[config.mk]
export PLATFORM = sky130hd
export DESIGN_NAME = mpfb_regs
export DESIGN_NICKNAME = d
export VERILOG_FILES = /design/src/hw/rtl/mpfb_pkg.sv /design/src/hw/rtl/mpfb_regs.sv
export SDC_FILE = /design/constraint.sdc
export NUM_CORES = 1
export LEC_CHECK = 0
export BUFFER_PORTS_ARGS = -buffer_cell sky130_fd_sc_hd__buf_2
export CAP_MARGIN = 40
export CORE_MARGIN = 2
export CORE_UTILIZATION = 40
export CTS_CLUSTER_SIZE = 24
export DETAILED_ROUTE_END_ITERATION = 6
export PLACE_DENSITY_LB_ADDON = 0.2
export SKIP_CTS_REPAIR_TIMING = 1
export SYNTH_ARGS = -nofsm -noshare
export SYNTH_HDL_FRONTEND = slang
export SYNTH_SLANG_ARGS = --single-unit
[constraint.sdc]
create_clock -name clock -period 1.8 [get_ports clock]
set_input_delay 0.18 -clock clock [delete_from_list [all_inputs] [get_ports clock]]
set_output_delay 0.18 -clock clock [all_outputs]
set_load 0.01 [all_outputs]
[src/hw/rtl/mpfb_pkg.sv]
`timescale 1ns / 1ps
// Shared types and constants for the monochrome page framebuffer blitter.
package mpfb_pkg;

   // Operation codes
   localparam logic [1:0] OP_BLIT  = 2'd0;
   localparam logic [1:0] OP_POINT = 2'd1;
   localparam logic [1:0] OP_CLEAR = 2'd2;
   localparam logic [1:0] OP_READ  = 2'd3;

   // Register file layout
   localparam int CSR_IDX_W  = 3;
   localparam int CSR_DATA_W = 8;
   localparam logic [CSR_IDX_W-1:0] REG_ORIGIN_X   = 3'd0;
   localparam logic [CSR_IDX_W-1:0] REG_ORIGIN_Y   = 3'd1;
   localparam logic [CSR_IDX_W-1:0] REG_BLIT_WIDTH = 3'd2;
   localparam logic [CSR_IDX_W-1:0] REG_BLIT_PAGES = 3'd3;
   localparam logic [CSR_IDX_W-1:0] REG_DRAW_MODE  = 3'd4;

   // Widest bitmap row; zero or larger widths fall back to this
   localparam logic [7:0] BLIT_WIDTH_MAX = 8'd128;
   localparam logic [7:0] BLIT_WIDTH_RST = 8'd128;
   localparam logic [3:0] BLIT_PAGES_RST = 4'd8;

   typedef struct packed {
      logic [1:0] operation;
      logic [7:0] bitmap_byte;
      logic       first_of_image;
      logic [6:0] point_x;
      logic [5:0] point_y;
      logic       point_on;
      logic [2:0] read_page;
   } req_type;

   typedef struct packed {
      logic [7:0] read_data;
      logic       clipped;
   } rsp_type;

   typedef struct packed {
      logic [6:0] origin_x;
      logic [5:0] origin_y;
      logic [7:0] blit_width;
      logic [3:0] blit_pages;
      logic       draw_mode;
   } cfg_type;

   // Access plan for one item: up to two read-modify-writes of frame bytes
   typedef struct packed {
      logic       en0;
      logic       en1;
      logic       is_read;
      logic       clip;
      logic [7:0] mask0;
      logic [7:0] data0;
      logic [7:0] mask1;
      logic [7:0] data1;
   } plan_type;

endpackage

[src/hw/rtl/mpfb_regs.sv]
`timescale 1ns / 1ps
// Configuration register file for the blitter.
module mpfb_regs (
   input  logic                            clock,
   input  logic                            reset,
   input  logic                            csr_valid,
   output logic                            csr_ready,
   input  logic [mpfb_pkg::CSR_IDX_W-1:0]  csr_index,
   input  logic [mpfb_pkg::CSR_DATA_W-1:0] csr_data,
   output mpfb_pkg::cfg_type               cfg
);
   import mpfb_pkg::*;

   cfg_type cfg_ff;

   // Writes are always taken; unknown indexes are dropped
   assign csr_ready = 1'b1;

   always_ff @(posedge clock) begin
      if (reset) begin
         cfg_ff.origin_x   <= '0;
         cfg_ff.origin_y   <= '0;
         cfg_ff.blit_width <= BLIT_WIDTH_RST;
         cfg_ff.blit_pages <= BLIT_PAGES_RST;
         cfg_ff.draw_mode  <= 1'b1;
      end else if (csr_valid) begin
         case (csr_index)
            REG_ORIGIN_X:   cfg_ff.origin_x   <= csr_data[6:0];
            REG_ORIGIN_Y:   cfg_ff.origin_y   <= csr_data[5:0];
            REG_BLIT_WIDTH: cfg_ff.blit_width <= csr_data[7:0];
            REG_BLIT_PAGES: cfg_ff.blit_pages <= csr_data[3:0];
            REG_DRAW_MODE:  cfg_ff.draw_mode  <= csr_data[0];
            default: ;
         endcase
      end
   end

   assign cfg = cfg_ff;

endmodule

=== Word level (Yosys, flattened, before mapping) ===
Cells that the tools add are included.

* Equal/unequal tests: 4
* Reductions and logical operators: 6

{| class="wikitable"
|+ Operators with widths
! kind !! number
|-
| $reduce_and 2->1 || 5
|-
| $eq 3x2->1 const B || 2
|-
| $eq 3x1->1 const B || 1
|-
| $eq 3x3->1 const B || 1
|-
| $logic_not 3->1 || 1
|}

* Flip-flop bits (word level): 26
* Input bits: 14
* Output and inout bits: 27
* Logic and storage cells: 15

=== Longest topological paths before layout ===
Gate-level depths: netlist of run 1.

* Depth in word-level cells: 2
* Gate-level depth with buffers: 4
* Mapped depth without buffers: 2

=== Worst setup path after synthesis of run 1 ===
No wires, ideal clock.

* Path kind: input port to flip-flop
* Start point: in csr_index[0] (netlist bit)
* End point: reg cfg_ff (netlist bit cfg[19])
* Library setup time: 0.121 ns
* Arrival time: 0.965 ns
* Data required time: 1.679 ns
* Path slack: 0.715 ns
* Stages on the path: 3
* Buffers on the path: 1
* Cell sequence: or4b_1 -> buf_6 -> mux2i_1

* Cells in the longest elaborated chain, start to end: 2

{| class="wikitable"
|+ Ends and longest elaborated chain
! element !! RTL line !! RTL
|-
| start: declaration || mpfb_regs.sv:8 || <nowiki>input logic [mpfb_pkg::CSR_IDX_W-1:0] csr_index,</nowiki>
|-
| $logic_not 3->1 || mpfb_regs.sv:27 || <nowiki>case (csr_index)</nowiki>
|-
| $reduce_and 2->1 (no line) || n/a ||
|-
| end: declaration || mpfb_regs.sv:14 || <nowiki>cfg_type cfg_ff;</nowiki>
|}

Every way passes these cells.
A chain may end at the register's enable or synchronous reset.

=== Final worst setup path of run 1 ===
* Start point: in csr_index[0] (netlist bit)
* End point: reg cfg_ff (netlist bit cfg[25])

Same word-level chain as after synthesis.

==> results of run 1 <==
logic make-up after synthesis:
kind of cell / Yosys count
other: 1
flip-flops: 26
AND/OR/NAND/NOR: 41
buffers and inverters: 8
multiplexers: 26
metrics by stage:
step                hold WS, ns  cells  util (%)
floorplan                 0.341    102         -
global placement          0.437    164      51.2
detailed placement        0.449    164      51.2
CTS                      0.0981    168      53.3
global route              0.119    168      53.3
finish                    0.113    168      53.3
cells in the final DEF (no fill, tap or decap):
master     synthesis  layout
bufinv_16          0       1
nor2_1             6       6
nor4bb_2           0       1
buf_2              1      39
or4b_1             1       1
nor4bb_1           2       1
conb_1             1       1
buf_4              1       1
nand4b_1           1       1
clkbuf_4           0       3
mux2i_1           26      26
nand2b_1          30      30
dfxtp_1           26      26
nand4bb_1          1       1
tightest hold or removal path, stage by stage:
cell     delay, ns
buf_2         0.07
nor2_1        0.03
mux2i_1       0.11
cell type report:
type	count	area (um2)
tap	30	37.5
multi-input combinational	68	531
clock inverter	1	30.0
timing repair buffer	40	203
fill	238	1180
sequential	26	520
clock buffer	3	22.5
cell usage after synthesis:
library cell  instances  area (um2)
buf_6                 1        11.3
clkbuf_1              5        18.8
nor4bb_1              2        20.0
mux2i_1              26         260
nand2b_1             30         188
or4b_1                1        10.0
nand4b_1              1        8.76
conb_1                1        3.75
dfxtp_1              26         521
buf_2                 1        5.00
nand4bb_1             1        11.3
buf_4                 1        7.51
nor2_1                6        22.5
final timing paths:
path / end / depth (start not counted) / slack [ns]
min: cfg[12] / 3 / 0.11
max: cfg[25] / 3 / 0.77
max reg2reg: cfg[25] / 2 / 1.19
min reg2reg: cfg[2] / 2 / 0.48
power by group:
part	switching [mW]	leakage [nW]	internal [mW]
clock	0.173	0.0279	0.225
sequential	0.00600	0.211	0.588
combinational	0.0474	0.443	0.0474
metal layers:
layer / vias up / share of wire, %
li1: 406 / -
met1: 335 / 49
met2: 26 / 43
met3: 2 / 6.6
met4: 0 / 0.66
met5: - / 0
==> reports/metrics.csv, run 1 <==
metric;value;unit
outcome;complete, no violations;
final worst path period need;1.03;ns
critical path arrival;1.24;ns
hold path start;csr_data[7];
PwrDens;809;nW/um2
compound-gate portion of the synthesized area;0;%
number of flip-flops in the largest register;26;
Syn Nets;116;
final hold violation count;0;
CP peak stage delay;0.75;ns
Die Y;56.1;um
register area share after synthesis;47.9;%
mux contribution to synthesized area;23.9;%
gr usage total;13.9;%
Core Footprint;2520;um2
syn avg cell area;10.7;um2
largest net degree at the start of global routing;37;
post-synthesis register bit count;26;
Post-route DRC;0;
gpl congestion;0.663;
synth warn;0;
Slew Limit Fails;0;
# Max-Cap Violations;0;
starting density of the core;43.1;%
Peak VDD IR;0.438;mV
fmax;970;MHz
CTS tree;yes;
CTS HTree Levels;1;
DR pass1 iterations;4;
Std-Cell Rows;18;
GRT overflow;0;
Area Overhead vs Synth;23.6;%
critical path's slowest cell;or4b_1;
TritonCTS buffer count;3;
DR vias/cell;4.58;
Setup crit start kind;input pin;
total I/O pin count;41;
Die W;56.1;um
vias;769;
Critical Path End Type;flop;
CTS Buffer Depth;2;
DR iter-0 viols;7;
Synth Area in Adders;0;%
met1 usage;18.5;%
final wirelength;1980;um
Die Footprint;3150;um2
Area after DPL;1290;um2
initial antenna violation count;0;
Power, Total;1.09;mW
setup TNS;0;ns
post-synth cell types;13;
Setup violations, final;0;
clk_skew;0;ns
worst r2r src;cfg[25];
clk_lat worst skew;0.32;ns
TritonCTS Sinks;26;
number of global-route vias before repair;754;
Finished Cell Area;1340;um2
Antenna Nets Post-Route;0;
share of cells above drive strength 1;32.6;%
post-DP HPWL;1400;um
routed length per placed instance;11.8;um
setup ws final;0.769;ns
port bufs;39;
post-synthesis cell count;102;
clock slew seen by the registers of the worst setup and hold paths;0.14;ns
Critical Path, Cell by Cell;buf_2, or4b_1, mux2i_1;
Req. time, crit path;2.01;ns
CTS Root Cell;clkbuf_4;
met3 GRT Util;4.42;%
global-route wire length before repair;3440;um
nets@finish;153;
Critical Path Source;csr_index[0];
largest family of logic cells by synthesized area;multiplexers;
dpl ws;0.420;ns
met2 Use GR;20.5;%
most used routing layer;met2;
Synth Area in XOR/XNOR;0;%
leakage;0.681;nW
CP top delay family;simple AND/OR/NAND/NOR gates;
worst hold-check path type;input pin to flop;
post-synth design cell area;1090;um2
simple-gate share of the synthesized area;23.9;%
critical path type;input pin to flop;
period utilisation layout;57.3;%
crit path max fanout;7;
unrepaired setup endpoints after global routing;false;
# diodes;0;
number of buffers and inverters on the critical path;1;
Note: power is estimated with default switching activity, not from simulation.
==> run 2: changes to the inputs <==
==> constraint.sdc (replaced) <==
create_clock -name clock -period 0.8 [get_ports clock]
set_input_delay 0.08 -clock clock [delete_from_list [all_inputs] [get_ports clock]]
set_output_delay 0.08 -clock clock [all_outputs]
set_load 0.01 [all_outputs]
==> run 2 against run 1 <==
  * The flow now finishes with violations (negative setup slack)
  * Routed wire length up 23%
  * Sequential share of layout area down 4.8 points
  * Flip-flop and latch count unchanged
  * Worst setup slack worse by 0.83 ns
  * Register-to-register slack worse by 1.1 ns
  * Combinational power rose to 3.0 times the previous value
  * Clock skew unchanged
  * Clock-buffer cell count unchanged
  * First-iteration DRC count up 29%
  * Cell count up 7.7%
  * Die area unchanged
  * Critical path type is now flop to output pin
  * Via count up 15%
  * Critical endpoint is now cfg[19]
  * Largest power group unchanged
==> reports/metrics.csv, run 2 (synthesis results as in run 1) <==
metric;value;unit;change
share of cells above drive strength 1;56.3;%;+24 points
critical path arrival;0.78;ns;-0.46 ns
CP top delay family;flip-flops;;
Worst R2R End;cfg[10];;
TritonCTS buffer count;3;;unchanged
Post-route DRC;0;;unchanged
Die Footprint;3150;um2;unchanged
clk_skew;0;ns;unchanged
Std-Cell Rows;18;;unchanged
commonest non-fill, non-tap cell in the layout;nand2b_1;;
clock slew seen by the registers of the worst setup and hold paths;0.13;ns;about the same
failing checks;negative setup slack;;
number of buffers and inverters on the critical path;1;;unchanged
sw power;0.495;mW;+120%
worst r2r src;cfg[10];;
outcome;finished with violations;;
total I/O pin count;41;;unchanged
unrepaired setup endpoints after global routing;true;;
largest net degree at the start of global routing;37;;unchanged
gr usage total;14.8;%;+0.86 points
port bufs;39;;unchanged
Setup violations, final;26;;+26
hold path start;csr_data[7];;
Core Footprint;2520;um2;unchanged
PwrDens;1330;nW/um2;+64%
sw frac;22.9;%;+2.0 points
DR vias/cell;4.88;;+6.6%
Antenna Nets Post-Route;0;;unchanged
final worst path period need;0.858;ns;
CTS Buffer Depth;2;;unchanged
period utilisation layout;107;%;
hold path cells;3;;unchanged
clk_lat worst skew;0.31;ns;about the same
starting density of the core;43.1;%;unchanged
crit path max fanout;2;;-5
Slew Limit Fails;0;;unchanged
Logic pwr share;13.2;%;+4.5 points
R2R depth;3;;+1
CTS tree;yes;;
TritonCTS Sinks;26;;unchanged
GRT overflow;0;;unchanged
# diodes;0;;unchanged
most frequent cells in the layout;30 x nand2b_1, 26 x mux2i_1, 26 x dfxtp_2, 26 x buf_6, 14 x buf_4;;
Die Y;56.1;um;unchanged
number of flip-flops in the largest register;26;;unchanged
initial antenna violation count;0;;unchanged
post-DP HPWL;1610;um;+16%
Endpoint, Worst Hold;cfg[12];;
internal reg-to-reg setup slack;0.07;ns;-1.12 ns
Finished Cell Area;1630;um2;+21%
# Max-Cap Violations;0;;unchanged
Seq pwr share;62.3;%;+7.6 points
final wirelength;2430;um;+23%
Final Hold Slack;0.0275;ns;-0.0851 ns
Area Overhead vs Synth;49.9;%;
global-route wire length before repair;3720;um;+8.0%
routed length per placed instance;13.4;um;+14%
DR pass1 iterations;4;;unchanged
Internal;1.67;mW;+94%
Peak VDD IR;1.08;mV;+150%
setup ws final;-0.0579;ns;-0.827 ns
gpl congestion;0.656;;-0.97%
Setup crit start kind;flop;;
clock share of power;24.5;%;-12 points
Req. time, crit path;0.72;ns;-1.29 ns
final hold violation count;0;;unchanged
Die W;56.1;um;unchanged
leakage;0.781;nW;+15%
Critical Path End Type;output pin;;
number of global-route vias before repair;823;;+9.2%
nets@finish;167;;+9.2%
critical path type;flop to output pin;;
fmax;1170;MHz;
worst hold-check path type;input pin to flop;;
CP peak stage delay;0.35;ns;-0.40 ns
DR iter-0 viols;9;;+2
Critical Path, Cell by Cell;buf_6;;
CTS Root Cell;clkbuf_4;;
critical path's slowest cell;dfxtp_2;;
Area after DPL;1350;um2;+4.7%
vias;883;;+15%
CTS HTree Levels;1;;unchanged
run 2: cell count changes in the layout (fill, tap and decap cells not counted), moves of 13 or more:
| cell | previous run | this run |
|---|---|---|
| buf_2 | 39 | 13 |
| buf_6 | 0 | 26 |
| dfxtp_1 | 26 | 0 |
| dfxtp_2 | 0 | 26 |
| buf_4 | 1 | 14 |
run 2: final cells by class:
cell class,instances,area (um2)
fillers,227,892
repair buffers,54,483
clock buffers,3,22.5
multi-input cells,68,534
well taps,30,37.5
flip-flops and latches,26,553
run 2: worst max path at each step:
stage | endpoint | from | cells after the start
global route | cfg[25] | cfg[25] | 1
CTS | cfg[19] | cfg[19] | 1
finish | cfg[19] | cfg[19] | 1
global placement | cfg[21] | csr_index[0] | 3
floorplan | cfg[19] | csr_index[0] | 3
detailed placement | cfg[19] | csr_index[0] | 3
run 2: routing by layer:
layer  GRT usage, %  up-vias  part of all wire [%]
met3           5.35        2                   7.3
met2           25.0       28                    50
li1               -      434                     -
met1           17.9      419                    42
met5              0        -                     0
met4           3.06        0                  0.54
run 2: power groups by stage:
stage | clock network (mW) | logic, mW | registers [mW]
floorplan | 0 | 0.124 | 1.38
global placement | 0 | 0.233 | 1.37
detailed placement | 0 | 0.243 | 1.37
CTS | 0.569 | 0.244 | 1.34
global route | 0.605 | 0.310 | 1.35
finish | 0.530 | 0.285 | 1.35
run 2: through the flow:
| step | std cells | power (mW) | setup slack [ns] | util, % | setup TNS (ns) |
|---|---|---|---|---|---|
| global placement | 170 | 1.60 | -0.284 | 53.6 | -4.67 |
| floorplan | 102 | 1.50 | -0.169 | - | -1.21 |
| detailed placement | 170 | 1.61 | -0.310 | 53.6 | -5.38 |
| global route | 181 | 2.27 | -0.100 | 64.6 | -2.33 |
| finish | 181 | 2.16 | -0.0579 | 64.6 | -1.31 |
| CTS | 173 | 2.15 | -0.114 | 54.5 | -2.46 |
