--- config.mk ---
export PLATFORM = sky130hd
export DESIGN_NAME = mpfb_cursor
export DESIGN_NICKNAME = d
export VERILOG_FILES = /design/src/hw/rtl/mpfb_pkg.sv /design/src/hw/rtl/mpfb_cursor.sv
export SDC_FILE = /design/constraint.sdc
export NUM_CORES = 1
export LEC_CHECK = 0
export BUFFER_PORTS_ARGS = -buffer_cell sky130_fd_sc_hd__buf_2
export CELL_PAD_IN_SITES_DETAIL_PLACEMENT = 0
export CELL_PAD_IN_SITES_GLOBAL_PLACEMENT = 1
export CORE_AREA = 2 2 120 122
export DETAILED_ROUTE_END_ITERATION = 10
export DIE_AREA = 0 0 122 124
export PLACE_DENSITY_LB_ADDON = 0.1
export SLEW_MARGIN = 0
export SYNTH_ARGS = -nofsm -noshare
export SYNTH_HDL_FRONTEND = slang
export SYNTH_SLANG_ARGS = --single-unit
--- constraint.sdc ---
create_clock -name clock -period 3.9 [get_ports clock]
set_input_delay 0.39 -clock clock [delete_from_list [all_inputs] [get_ports clock]]
set_output_delay 0.39 -clock clock [all_outputs]
set_load 0.1 [all_outputs]
--- src/hw/rtl/mpfb_pkg.sv ---
`timescale 1ns / 1ps
// Shared types and constants for the monochrome page framebuffer blitter.
package mpfb_pkg;

   // Operation codes
   localparam logic [1:0] OP_BLIT  = 2'd0;
   localparam logic [1:0] OP_POINT = 2'd1;
   localparam logic [1:0] OP_CLEAR = 2'd2;
   localparam logic [1:0] OP_READ  = 2'd3;

   // Register file layout
   localparam int CSR_IDX_W  = 3;
   localparam int CSR_DATA_W = 8;
   localparam logic [CSR_IDX_W-1:0] REG_ORIGIN_X   = 3'd0;
   localparam logic [CSR_IDX_W-1:0] REG_ORIGIN_Y   = 3'd1;
   localparam logic [CSR_IDX_W-1:0] REG_BLIT_WIDTH = 3'd2;
   localparam logic [CSR_IDX_W-1:0] REG_BLIT_PAGES = 3'd3;
   localparam logic [CSR_IDX_W-1:0] REG_DRAW_MODE  = 3'd4;

   // Widest bitmap row; zero or larger widths fall back to this
   localparam logic [7:0] BLIT_WIDTH_MAX = 8'd128;
   localparam logic [7:0] BLIT_WIDTH_RST = 8'd128;
   localparam logic [3:0] BLIT_PAGES_RST = 4'd8;

   typedef struct packed {
      logic [1:0] operation;
      logic [7:0] bitmap_byte;
      logic       first_of_image;
      logic [6:0] point_x;
      logic [5:0] point_y;
      logic       point_on;
      logic [2:0] read_page;
   } req_type;

   typedef struct packed {
      logic [7:0] read_data;
      logic       clipped;
   } rsp_type;

   typedef struct packed {
      logic [6:0] origin_x;
      logic [5:0] origin_y;
      logic [7:0] blit_width;
      logic [3:0] blit_pages;
      logic       draw_mode;
   } cfg_type;

   // Access plan for one item: up to two read-modify-writes of frame bytes
   typedef struct packed {
      logic       en0;
      logic       en1;
      logic       is_read;
      logic       clip;
      logic [7:0] mask0;
      logic [7:0] data0;
      logic [7:0] mask1;
      logic [7:0] data1;
   } plan_type;

endpackage

--- src/hw/rtl/mpfb_cursor.sv ---
`timescale 1ns / 1ps
// Blit cursor and per-item access planner: addresses, masks and clip flags.
module mpfb_cursor #(
   parameter int COLUMNS = 128,
   parameter int PAGES   = 8,
   parameter int ADDR_W  = 10
) (
   input  logic                clock,
   input  logic                reset,
   input  logic                load,
   input  mpfb_pkg::req_type   req,
   input  mpfb_pkg::cfg_type   cfg,
   output mpfb_pkg::plan_type  plan,
   output logic [ADDR_W-1:0]   addr0,
   output logic [ADDR_W-1:0]   addr1
);
   import mpfb_pkg::*;

   localparam logic [8:0]  COLS_LIM  = 9'(COLUMNS);
   localparam logic [5:0]  PAGES_LIM = 6'(PAGES);
   localparam logic [15:0] PAGES_MUL = 16'(PAGES);

   logic [6:0]  col_ff, col_in;
   logic [7:0]  row_ff, row_in;
   logic [3:0]  cnt_ff, cnt_in;
   plan_type    plan_ff, plan_in;
   logic [ADDR_W-1:0] addr0_ff, addr1_ff;

   logic [6:0]  eff_col;
   logic [7:0]  eff_row;
   logic [3:0]  eff_cnt;
   logic [7:0]  width_eff;
   logic [7:0]  col_inc;
   logic [7:0]  blit_x;
   logic [2:0]  shift;
   logic [5:0]  blit_p0;
   logic [5:0]  blit_p1;
   logic [7:0]  val;
   logic        blit_active;
   logic        blit_x_ok;
   logic        pt_ok;
   logic        rd_ok;
   logic [7:0]  pt_mask;
   logic [7:0]  sel_x;
   logic [5:0]  sel_p0;
   logic [5:0]  sel_p1;
   logic [15:0] base;
   logic [15:0] lin0;
   logic [15:0] lin1;

   // Cursor as seen by this beat, after an optional restart
   always_comb begin
      if (req.first_of_image) begin
         eff_col = '0;
         eff_row = {2'b00, cfg.origin_y};
         eff_cnt = '0;
      end else begin
         eff_col = col_ff;
         eff_row = row_ff;
         eff_cnt = cnt_ff;
      end
   end

   assign width_eff   = (cfg.blit_width == 8'd0 || cfg.blit_width > BLIT_WIDTH_MAX) ?
                        BLIT_WIDTH_MAX : cfg.blit_width;
   assign col_inc     = {1'b0, eff_col} + 8'd1;
   assign blit_x      = {1'b0, cfg.origin_x} + {1'b0, eff_col};
   assign shift       = eff_row[2:0];
   assign blit_p0     = {1'b0, eff_row[7:3]};
   assign blit_p1     = blit_p0 + 6'd1;
   assign val         = cfg.draw_mode ? req.bitmap_byte : ~req.bitmap_byte;
   assign blit_active = eff_cnt < cfg.blit_pages;
   assign blit_x_ok   = {1'b0, blit_x} < COLS_LIM;
   assign pt_ok       = ({2'b00, req.point_x} < COLS_LIM) &&
                        ({3'b000, req.point_y[5:3]} < PAGES_LIM);
   assign rd_ok       = ({2'b00, req.point_x} < COLS_LIM) &&
                        ({3'b000, req.read_page} < PAGES_LIM);
   assign pt_mask     = 8'h01 << req.point_y[2:0];

   // Plan the frame accesses for this beat
   always_comb begin
      plan_in = '0;
      sel_x   = {1'b0, req.point_x};
      sel_p0  = {3'b000, req.read_page};
      case (req.operation)
         OP_BLIT: begin
            sel_x  = blit_x;
            sel_p0 = blit_p0;
            if (!blit_active) begin
               plan_in.clip = 1'b1;
            end else begin
               plan_in.en0   = blit_x_ok && (blit_p0 < PAGES_LIM);
               plan_in.en1   = blit_x_ok && (shift != 3'd0) && (blit_p1 < PAGES_LIM);
               plan_in.clip  = !blit_x_ok || !(blit_p0 < PAGES_LIM) ||
                               ((shift != 3'd0) && !(blit_p1 < PAGES_LIM));
               plan_in.mask0 = 8'hFF << shift;
               plan_in.data0 = val << shift;
               plan_in.mask1 = 8'hFF >> (4'd8 - {1'b0, shift});
               plan_in.data1 = val >> (4'd8 - {1'b0, shift});
            end
         end
         OP_POINT: begin
            sel_p0        = {3'b000, req.point_y[5:3]};
            plan_in.en0   = pt_ok;
            plan_in.clip  = !pt_ok;
            plan_in.mask0 = pt_mask;
            plan_in.data0 = req.point_on ? pt_mask : 8'h00;
         end
         OP_READ: begin
            plan_in.is_read = 1'b1;
            plan_in.en0     = rd_ok;
            plan_in.clip    = !rd_ok;
         end
         default: ;
      endcase
   end

   // Linear address: column * PAGES + page
   assign base   = {8'h00, sel_x} * PAGES_MUL;
   assign sel_p1 = sel_p0 + 6'd1;
   assign lin0   = base + {10'h000, sel_p0};
   assign lin1   = base + {10'h000, sel_p1};

   // Cursor advance after a blit beat that lands inside the image
   always_comb begin
      col_in = col_ff;
      row_in = row_ff;
      cnt_in = cnt_ff;
      if (req.operation == OP_BLIT) begin
         col_in = eff_col;
         row_in = eff_row;
         cnt_in = eff_cnt;
         if (blit_active) begin
            if (col_inc >= width_eff) begin
               col_in = '0;
               row_in = eff_row + 8'd8;
               cnt_in = eff_cnt + 4'd1;
            end else begin
               col_in = col_inc[6:0];
            end
         end
      end
   end

   always_ff @(posedge clock) begin
      if (reset) begin
         col_ff  <= '0;
         row_ff  <= '0;
         cnt_ff  <= '0;
         plan_ff <= '0;
      end else if (load) begin
         col_ff  <= col_in;
         row_ff  <= row_in;
         cnt_ff  <= cnt_in;
         plan_ff <= plan_in;
      end
   end

   // Addresses are payload, no reset
   always_ff @(posedge clock) begin
      if (load) begin
         addr0_ff <= lin0[ADDR_W-1:0];
         addr1_ff <= lin1[ADDR_W-1:0];
      end
   end

   assign plan  = plan_ff;
   assign addr0 = addr0_ff;
   assign addr1 = addr1_ff;

endmodule

======== Word level (Yosys, flattened, before mapping) ========
Cells that the tools add are included.
storage, ports and cells
  word-level logic and storage cells ...... 74
  register bits after elaboration ......... 75
cells by class
  reduce and logical (&&, ||, !) cells .... 15
  bitwise gates (word level) .............. 1
  equality and inequality tests ........... 2
  shifts and indexed selects .............. 5
  add/sub/neg operators ................... 9
  mux-type cells .......................... 23
  magnitude comparators ................... 6
operators by type and width
  kind                   count
  $mux W8                6
  $mux W32               1
  $pmux W16 S2           1
  $mux W7                4
  $add A10 B6 Y10        2
  $mux W16               1
  $mux W4                3
  $pmux W5 S2            1
  $add A7 B1 Y8 const B  1
  $add A7 B7 Y8          1
  $add A8 B4 Y8 const B  1
  $ge A8 B8 Y1           1
  $gt A8 B8 Y1 const B   1
  $logic_not A8 Y1       1
  $lt A8 B8 Y1 const B   1
  $not A8 Y8             1
  $shl A1 B3 Y8 const A  1
  $shl A8 B3 Y8          1
  $shl A8 B3 Y8 const A  1
  $shr A8 B4 Y8          1
  $shr A8 B4 Y8 const A  1
  $add A5 B1 Y6 const B  1
  $add A6 B1 Y6 const B  1
  $lt A6 B4 Y1 const B   1
  16 further kinds       26

======== Longest topological paths before layout ========
Gate-level depths: netlist (run 1).
  depth after elaboration ................. 8
  mapped depth ............................ 18

======== Worst setup path before layout (run 1) ========
Ideal clock, no wire load.
  path kind ............................... input to register
  from .................................... input req[17] in the netlist's numbering
  to ...................................... register row_ff[7]
  stages .................................. 16
  data arrival time ....................... 3.531 ns
  setup slack ............................. 0.294 ns
  buffers on the path ..................... 4
  library setup time ...................... 0.075 ns
  required time ........................... 3.825 ns
  path through ............................ buf_6 > buf_2 > clkbuf_1 > clkbuf_1 > nor2b_1 > ha_1 > nand3_1 > nor2_1 > xnor2_1 > nor2_1 > ha_1 > nand4_1 > o31ai_2 > nand2_1 > or4_1 > a31oi_1
on the way
  word-level cells in the longest chain between the ends .. 5
  elaborated cells on any way between the ends .. 9
  classes of those cells .................. add/sub: 2; order compare: 2; mux: 5
RTL lines
  what                    line                text
  start: declaration      mpfb_cursor.sv:11   input mpfb_pkg::req_type req,
  $mux W7                 mpfb_cursor.sv:53   if (req.first_of_image) begin
  $add A7 B1 Y8           mpfb_cursor.sv:66   assign col_inc = {1'b0, eff_col} + 8'd1;
  $ge A8 B8 Y1            mpfb_cursor.sv:134  if (col_inc >= width_eff) begin
  $mux W8                 mpfb_cursor.sv:134
  $mux W8 (*)             mpfb_cursor.sv:133  if (blit_active) begin
  end signal: assignment  mpfb_cursor.sv:153  row_ff <= row_in;
  end: declaration        mpfb_cursor.sv:24   logic [7:0] row_ff, row_in;
Mark *: on every way between the ends. The rest lies on a longest branch, timed or not.
A chain may end at the register's enable or synchronous reset.

======== Worst setup path after layout (run 1) ========
  from .................................... register col_ff[0]
  to ...................................... register row_ff[7]
on the way
  word-level cells in the longest chain between the ends .. 5
RTL lines
  what                      line                text
  start: declaration        mpfb_cursor.sv:23   logic [6:0] col_ff, col_in;
  start signal: assignment  mpfb_cursor.sv:152  col_ff <= col_in;
  $mux W7                   mpfb_cursor.sv:53
  $add A7 B1 Y8             mpfb_cursor.sv:66
  $ge A8 B8 Y1              mpfb_cursor.sv:134
  $mux W8                   mpfb_cursor.sv:134
  $mux W8                   mpfb_cursor.sv:133
Every way passes these cells.

==> results.toml, run 1 <==
[drt]
wl_per_cell_microns = 16.1
viasPerCell = 5.22
drc = 0
vias = 4526
ant_nets = 0
routed_wl_microns = 14000
drt-pass1-iter-count = 5
initialDrtViolationCount = 268

[clock_network]
clk_pin_slew_worst_paths_ps = 60
holdBufCountCts = 0
clockBufferDepth = 2
cts_root_buf = "clkbuf_16"
postCtsSetupRepairBufs = 0
htree_levels = 3
clock_sinks = 75
cts_resized = 0
cts_inserted_buffers = 9
tritoncts = "yes"
clock_latency_ps = 340

[final_layout]
final_nets = 774
nFillCells = 1415
diodes = 0
drive_gt1_share_pct = 22.3
fin_cells = 867
synthToLayoutAreaGrowth_pct = 20.2

[global_route]
grt_max_degree = 45
grt_pass1_vias = 4202
antenna_found_initial = 1
grt_remaining_overflow = 0
track_usage_pct = 18.7
grt_pass1_wl_microns = 22100

[synthesis]
synth_mux_area_share_pct = 7.24
synth_ff_type = "dfxtp_1"
seq_area_frac_synth_pct = 33.8
synth-seq-cells = 75
yosysWarnings = 0
synth.lib_cells_used.distinct = 66
syn_inst = 584
synth-compound-area-share_pct = 18.2
async_reset_ff_share_pct = 0
synth_area_per_cell_sq_um = 8.61
synth-edff-count = 20
synth_top_family_by_area = "simple AND/OR/NAND/NOR gates"
yosys.area_share.adder_pct = 9.16
yosys.area_share.simple_pct = 20.1
syn-cell-area_sq_um = 5030
synth_fp_nets = 676
synth-xor-area-share_pct = 6.45

[flow_run]
cap_viol_max_count = 0

[floorplanning]
num_rows = 43
start_util_pct = 36.6
die_h_microns = 124
core_sq_um = 13700
die-area_sq_um = 15100
pin_count = 113
die_w_microns = 122

[timing]
final.setup.tns_ps = 0
rsz0062_at_grt = "false"
tightest_slew_ps = 739
period_needed_ps = 3390
setup_violations = 0
post-route-period-util_pct = 86.9
slew_headroom_pct = 50.7
skew_ps = 5.42
fmax_mhz = 295
slew_viol_final = 0
hold_viol_final = 0

[power]
powerDensity_nw_per_um2 = 394
power_leakage_nw = 2.60
irDropWorstVdd_v = 0.000237

[worst_setup_path]
worst_ep_arrival_time_ps = 3650
cp_max_fo = 6
critPathTopFamily = "simple AND/OR/NAND/NOR gates"
reg2reg_from = "col_ff[0]"
worst_path_largest_cell_delay_ps = 510
cp.required_ps = 4160
worst_path_max_delay_cell = "or4_1"
path_class = "reg2reg"
r2r_slack_ps = 510
crit_chain = "nor2b_1 > ha_1 > nand3_1 > nor2_1 > xnor2_1 > nor2_1 > ha_1 > nand4_1 > o31ai_2 > nand2_1 > or4_1 > a31oi_1"
reg2regPathDepth = 12
start_kind = "register"
r2r-end = "row_ff[7]"
crit_buf_inv = 0
crit_path_end_kind = "register"

[worst_hold_path]
hold_path_depth = 2
holdPathEnd = "addr1[0]"
hold_class = "in2reg"
worstHoldStart = "req[0]"

[run_status]
status = "completed"

[placement]
dpl.cell_count = 851
port_buffers = 112
place_congestion = 0.841
hpwl_microns = 10600
## cell usage in the layout, fill, tap and decap left out, types with 3 or more instances in the layout
master / Yosys / final
a31oi_1: 9 / 9
o21a_1: 7 / 7
nor2b_1: 17 / 17
and3_1: 4 / 4
o22ai_1: 4 / 4
xnor2_1: 23 / 23
nand2b_1: 13 / 13
a21o_1: 3 / 3
buf_2: 7 / 112
nor2_1: 65 / 65
nand3_1: 18 / 18
clkbuf_16: 0 / 9
and2_1: 5 / 5
ha_1: 32 / 32
dfxtp_1: 55 / 55
o21ai_0: 27 / 27
inv_1: 25 / 25
mux4_1: 3 / 3
a311oi_1: 3 / 3
edfxtp_1: 20 / 20
mux2i_1: 17 / 17
nor3_1: 19 / 19
a221oi_1: 7 / 7
buf_4: 0 / 8
xor2_1: 14 / 14
a211oi_1: 11 / 11
nand3b_1: 3 / 3
mux2_2: 5 / 5
a22oi_1: 12 / 12
fa_1: 3 / 3
nand2_1: 49 / 49
a21oi_1: 34 / 34
## area by class of cell
cell class | instances | area (sq um) | area share [%]
Inverter | 27 | 104 | 1.72
Clock inverter | 7 | 92.6 | 1.53
Timing Repair Buffer | 120 | 621 | 10.3
Clock buffer | 9 | 225 | 3.73
Multi-Input combinational cell | 449 | 3070 | 50.9
Tap cell | 180 | 225 | 3.73
Sequential cell | 75 | 1700 | 28.2
## worst register-to-register path, cell delays in order (launching register included)
cell     delay (ps)
dfxtp_1         400
nor2b_1         300
ha_1            290
nand3_1         140
nor2_1          150
xnor2_1         130
nor2_1           80
ha_1            320
nand4_1         120
o31ai_2         480
nand2_1         240
or4_1           510
a31oi_1         160
## layer usage
metal,track usage [%],vias to the layer above,routed length [microns]
met2,29.5,141,6190
met1,25.9,2073,6740
met5,0,-,13
met3,3.53,16,816
li1,-,2294,-
met4,5.96,2,193
## stage by stage
stage	setup slack (ps)	area (sq um)	power, mW	hold slack (ps)	utilization [%]
2_1_floorplan	294	5030	1.36	450	-
3_3_place_gp	402	5730	1.50	432	41.7
3_5_place_dp	298	5730	1.50	447	41.7
4_1_cts	501	6040	2.40	390	44.0
5_1_grt	197	6040	2.48	421	44.0
6_report	512	6040	2.38	395	44.0
## worst max path at each step
stage                end  slack, ps  depth (start not counted)       from
3_5_place_dp   row_ff[7]        300                         14    req[17]
6_report       row_ff[7]        510                         12  col_ff[0]
3_3_place_gp    addr1[9]        400                         14    req[17]
2_1_floorplan  row_ff[7]        290                         16    req[17]
5_1_grt        row_ff[4]        200                         13  col_ff[0]
4_1_cts        row_ff[7]        500                         12  col_ff[0]
## synth_stat cells, types with 3 or more instances
cell / count / area [sq um]
a211oi_1: 11 / 82.6
a21o_1: 3 / 22.5
a21oi_1: 34 / 170
a221oi_1: 7 / 61.3
a22oi_1: 12 / 90.1
a311oi_1: 3 / 26.3
a31oi_1: 9 / 56.3
and2_1: 5 / 31.3
and3_1: 4 / 25.0
buf_2: 7 / 35.0
clkbuf_1: 22 / 82.6
dfxtp_1: 55 / 1100
edfxtp_1: 20 / 601
fa_1: 3 / 60.1
ha_1: 32 / 400
inv_1: 25 / 93.8
mux2_2: 5 / 56.3
mux2i_1: 17 / 170
mux4_1: 3 / 78.8
nand2_1: 49 / 184
nand2b_1: 13 / 81.3
nand3_1: 18 / 90.1
nand3b_1: 3 / 22.5
nor2_1: 65 / 244
nor2b_1: 17 / 106
nor3_1: 19 / 95.1
o21a_1: 7 / 52.6
o21ai_0: 27 / 135
o22ai_1: 4 / 25.0
xnor2_1: 23 / 201
xor2_1: 14 / 123
## power by group
group / leakage (nW) / internal, mW / switching (mW) / total (mW)
clock: 0.149 / 0.558 / 0.342 / 0.899
combinational: 1.81 / 0.173 / 0.450 / 0.623
sequential: 0.645 / 0.840 / 0.0172 / 0.857
## registers in the layout, indices dropped and copies added, names as in the netlist
signal	cells
col_ff	7
row_ff	8
cnt_ff	4
addr1	10
plan	36
addr0	10
## cell families after synthesis
family | count (synthesis)
flip-flops | 75
AO/OA/AOI/OAI | 139
XOR/XNOR | 37
adder cells (fa/ha/maj) | 35
multiplexers | 28
buffers and inverters | 60
AND/OR/NAND/NOR | 210
No activity file was read; power rests on OpenSTA's default activity.
==> run 2, diff against run 1 <==
Settings changed: ABC_AREA from default to 1, CORE_AREA 2 2 120 122 to 2 2 127 129, DIE_AREA 0 0 122 124 to 0 0 129 131.
==> run 2 against run 1 <==
Net effect:
- synthesized area increased by 7.0%
- critical endpoint is now addr0[9]
- sequential power about the same
- largest power group unchanged
- clock power fell by 4.1%
==> results.toml, run 2 <==
[worst_hold_path]
hold_path_depth = 3
hold_class = "in2reg"

[drt]
drc = 0
vias = 5325
wl_per_cell_microns = 13.6
drt-pass1-iter-count = 4
viasPerCell = 4.76
initialDrtViolationCount = 261
ant_nets = 0
routed_wl_microns = 15300

[worst_setup_path]
start_kind = "input port"
reg2regPathDepth = 15
worst_ep_arrival_time_ps = 3200
path_class = "in2reg"
crit_path_end_kind = "register"
crit_buf_inv = 5
worst_path_max_delay_cell = "fa_1"
cp.required_ps = 4010
crit_chain = "buf_2 > buf_4 > nor2_1 > inv_1 > fa_1 > or2_2 > o21ai_0 > inv_1 > fa_1 > inv_1 > nand2_1 > nor2_1 > nand3_1 > nand2_1 > nand2_1"
cp_max_fo = 15
critPathTopFamily = "simple AND/OR/NAND/NOR gates"
cp.depth = 15
worst_path_largest_cell_delay_ps = 460

[global_route]
grt_pass1_wl_microns = 24900
grt_pass1_vias = 5238
antenna_found_initial = 0
grt_remaining_overflow = 0
grt_max_degree = 41
track_usage_pct = 18.7

[final_layout]
fin_cells = 1118
synthToLayoutAreaGrowth_pct = 18.9
largest_reg_flops = 36
final_nets = 989
layout.cells.most_common = "nand2_1"
final_util_pct = 41.0
drive_gt1_share_pct = 19.4
final_cell_mix = "258 x nand2_1, 112 x buf_2, 103 x inv_1, 69 x a21oi_1, 63 x nand3_1"
diodes = 0
nFillCells = 1684

[floorplanning]
num_rows = 46
die_w_microns = 129
die_h_microns = 131
core_sq_um = 15600
start_util_pct = 34.5
pin_count = 113
die-area_sq_um = 16900

[placement]
place_congestion = 0.863
dpl.cell_count = 1102
hpwl_microns = 11700
place_ws_ps = 485
port_buffers = 112

[timing]
fmax_mhz = 324
setup_violations = 0
finalWorstSetupSlack_ps = 809
slew_viol_final = 0
hold_viol_final = 0
post-route-period-util_pct = 79.3
rsz0062_at_grt = "false"
tightest_slew_ps = 787
slew_headroom_pct = 47.5
final.setup.tns_ps = 0
period_needed_ps = 3090
skew_ps = 8.65

[power]
power_leakage_nw = 3.22
internal_power_mw = 1.50
power_frac_seq_pct = 36.4
irDropWorstVdd_v = 0.000252
finalPower_mw = 2.35
p_clk_share_pct = 36.7
comb_power_share_pct = 26.9
switchingPower_uw = 846
p_sw_share_pct = 36.0
powerDensity_nw_per_um2 = 367

[synthesis]
synth.lib_cells_used.distinct = 44
synth-seq-cells = 75
synth_largest_area_cell = "dfxtp_1"
syn_inst = 794
yosysWarnings = 0
synth_ff_type = "dfxtp_1"
yosysMostFrequentCell = "nand2_1"
synth_area_per_cell_sq_um = 6.77
synth_top_area_share_pct = 20.5
yosys-top-cells-count = "258 x nand2_1, 103 x inv_1, 69 x a21oi_1, 63 x nand3_1, 55 x dfxtp_1"
synth-edff-count = 20
synth_area_leaders = "dfxtp_1 20%, nand2_1 18%, edfxtp_1 11%, ha_1 7.4%, inv_1 7.2%"
synth_fp_nets = 886
async_reset_ff_share_pct = 0
syn-cell-area_sq_um = 5380
seq_area_frac_synth_pct = 31.6

[clock_network]
htree_levels = 3
cts_root_buf = "clkbuf_16"
clockBufferDepth = 2
clock_sinks = 75
holdBufCountCts = 0
clock_latency_ps = 350
cts_resized = 0
cts_inserted_buffers = 9
clk_pin_slew_worst_paths_ps = 60
tritoncts = "yes"
postCtsSetupRepairBufs = 0

[flow_run]
cap_viol_max_count = 0

[run_status]
status = "completed"
==> run 2: worst paths after layout <==
path	endpoint	slack, ps	start
worst max-delay path	addr0[9]	810	req[17]
worst min-delay path	plan[35]	350	req[26]
worst max register to register	addr0[9]	860	col_ff[0]
worst min register to register	plan[30]	460	plan[30]
==> run 2: area by class of cell <==
type	instances	area (sq um)	share of cell area [%]
clock buffers	12	280	4.38
repair buffers	118	606	9.47
inverters	109	414	6.48
well taps	216	270	4.23
multi-input cells	584	3090	48.4
flip-flops and latches	75	1700	26.6
clock inverters	4	28.8	0.450
==> run 2: worst reg2reg max path, cell delays in order, from the launching register on <==
cell	delay, ps
dfxtp_1	330
inv_1	60
nor2_1	140
ha_1	180
inv_1	60
fa_1	430
or2_2	300
o21ai_0	150
inv_1	150
fa_1	430
inv_1	100
nand2_1	60
nor2_1	170
nand3_1	110
nand2_1	80
nand2_1	50
==> run 2: logic make-up after synthesis <==
| group | share of synthesized area [%] |
|---|---|
| AOI/OAI and AO/OA | 12.8 |
| xor gates and xnor gates | 2.44 |
| adders and majority gates | 8.56 |
| buffers and inverters | 10.8 |
| DFF | 31.6 |
| and+or+nand+nor | 33.7 |
==> run 2: metrics by stage <==
stage	instance area, sq um	hold slack (ps)
after floorplan	5380	443
after global placement	6080	452
after detailed placement	6080	454
after CTS	6390	349
after global routing	6390	385
final	6390	350
==> run 2: power by group through the flow <==
stage | clock [mW] | sequential [mW] | combinational [mW]
after floorplan | 0 | 1.08 | 0.288
after global routing | 0.915 | 0.859 | 0.698
after detailed placement | 0 | 0.873 | 0.636
after CTS | 0.885 | 0.856 | 0.639
final | 0.862 | 0.855 | 0.632
after global placement | 0 | 0.872 | 0.633
==> run 2: routing by layer <==
layer / share of wire, % / wire length, microns / up-vias / track usage, %
li1: - / - / 2759 / -
met1: 42 / 6400 / 2452 / 20.9
met2: 52 / 7960 / 94 / 35.4
met3: 4.0 / 607 / 20 / 3.99
met4: 1.9 / 286 / 0 / 6.27
met5: 0 / 0 / - / 0
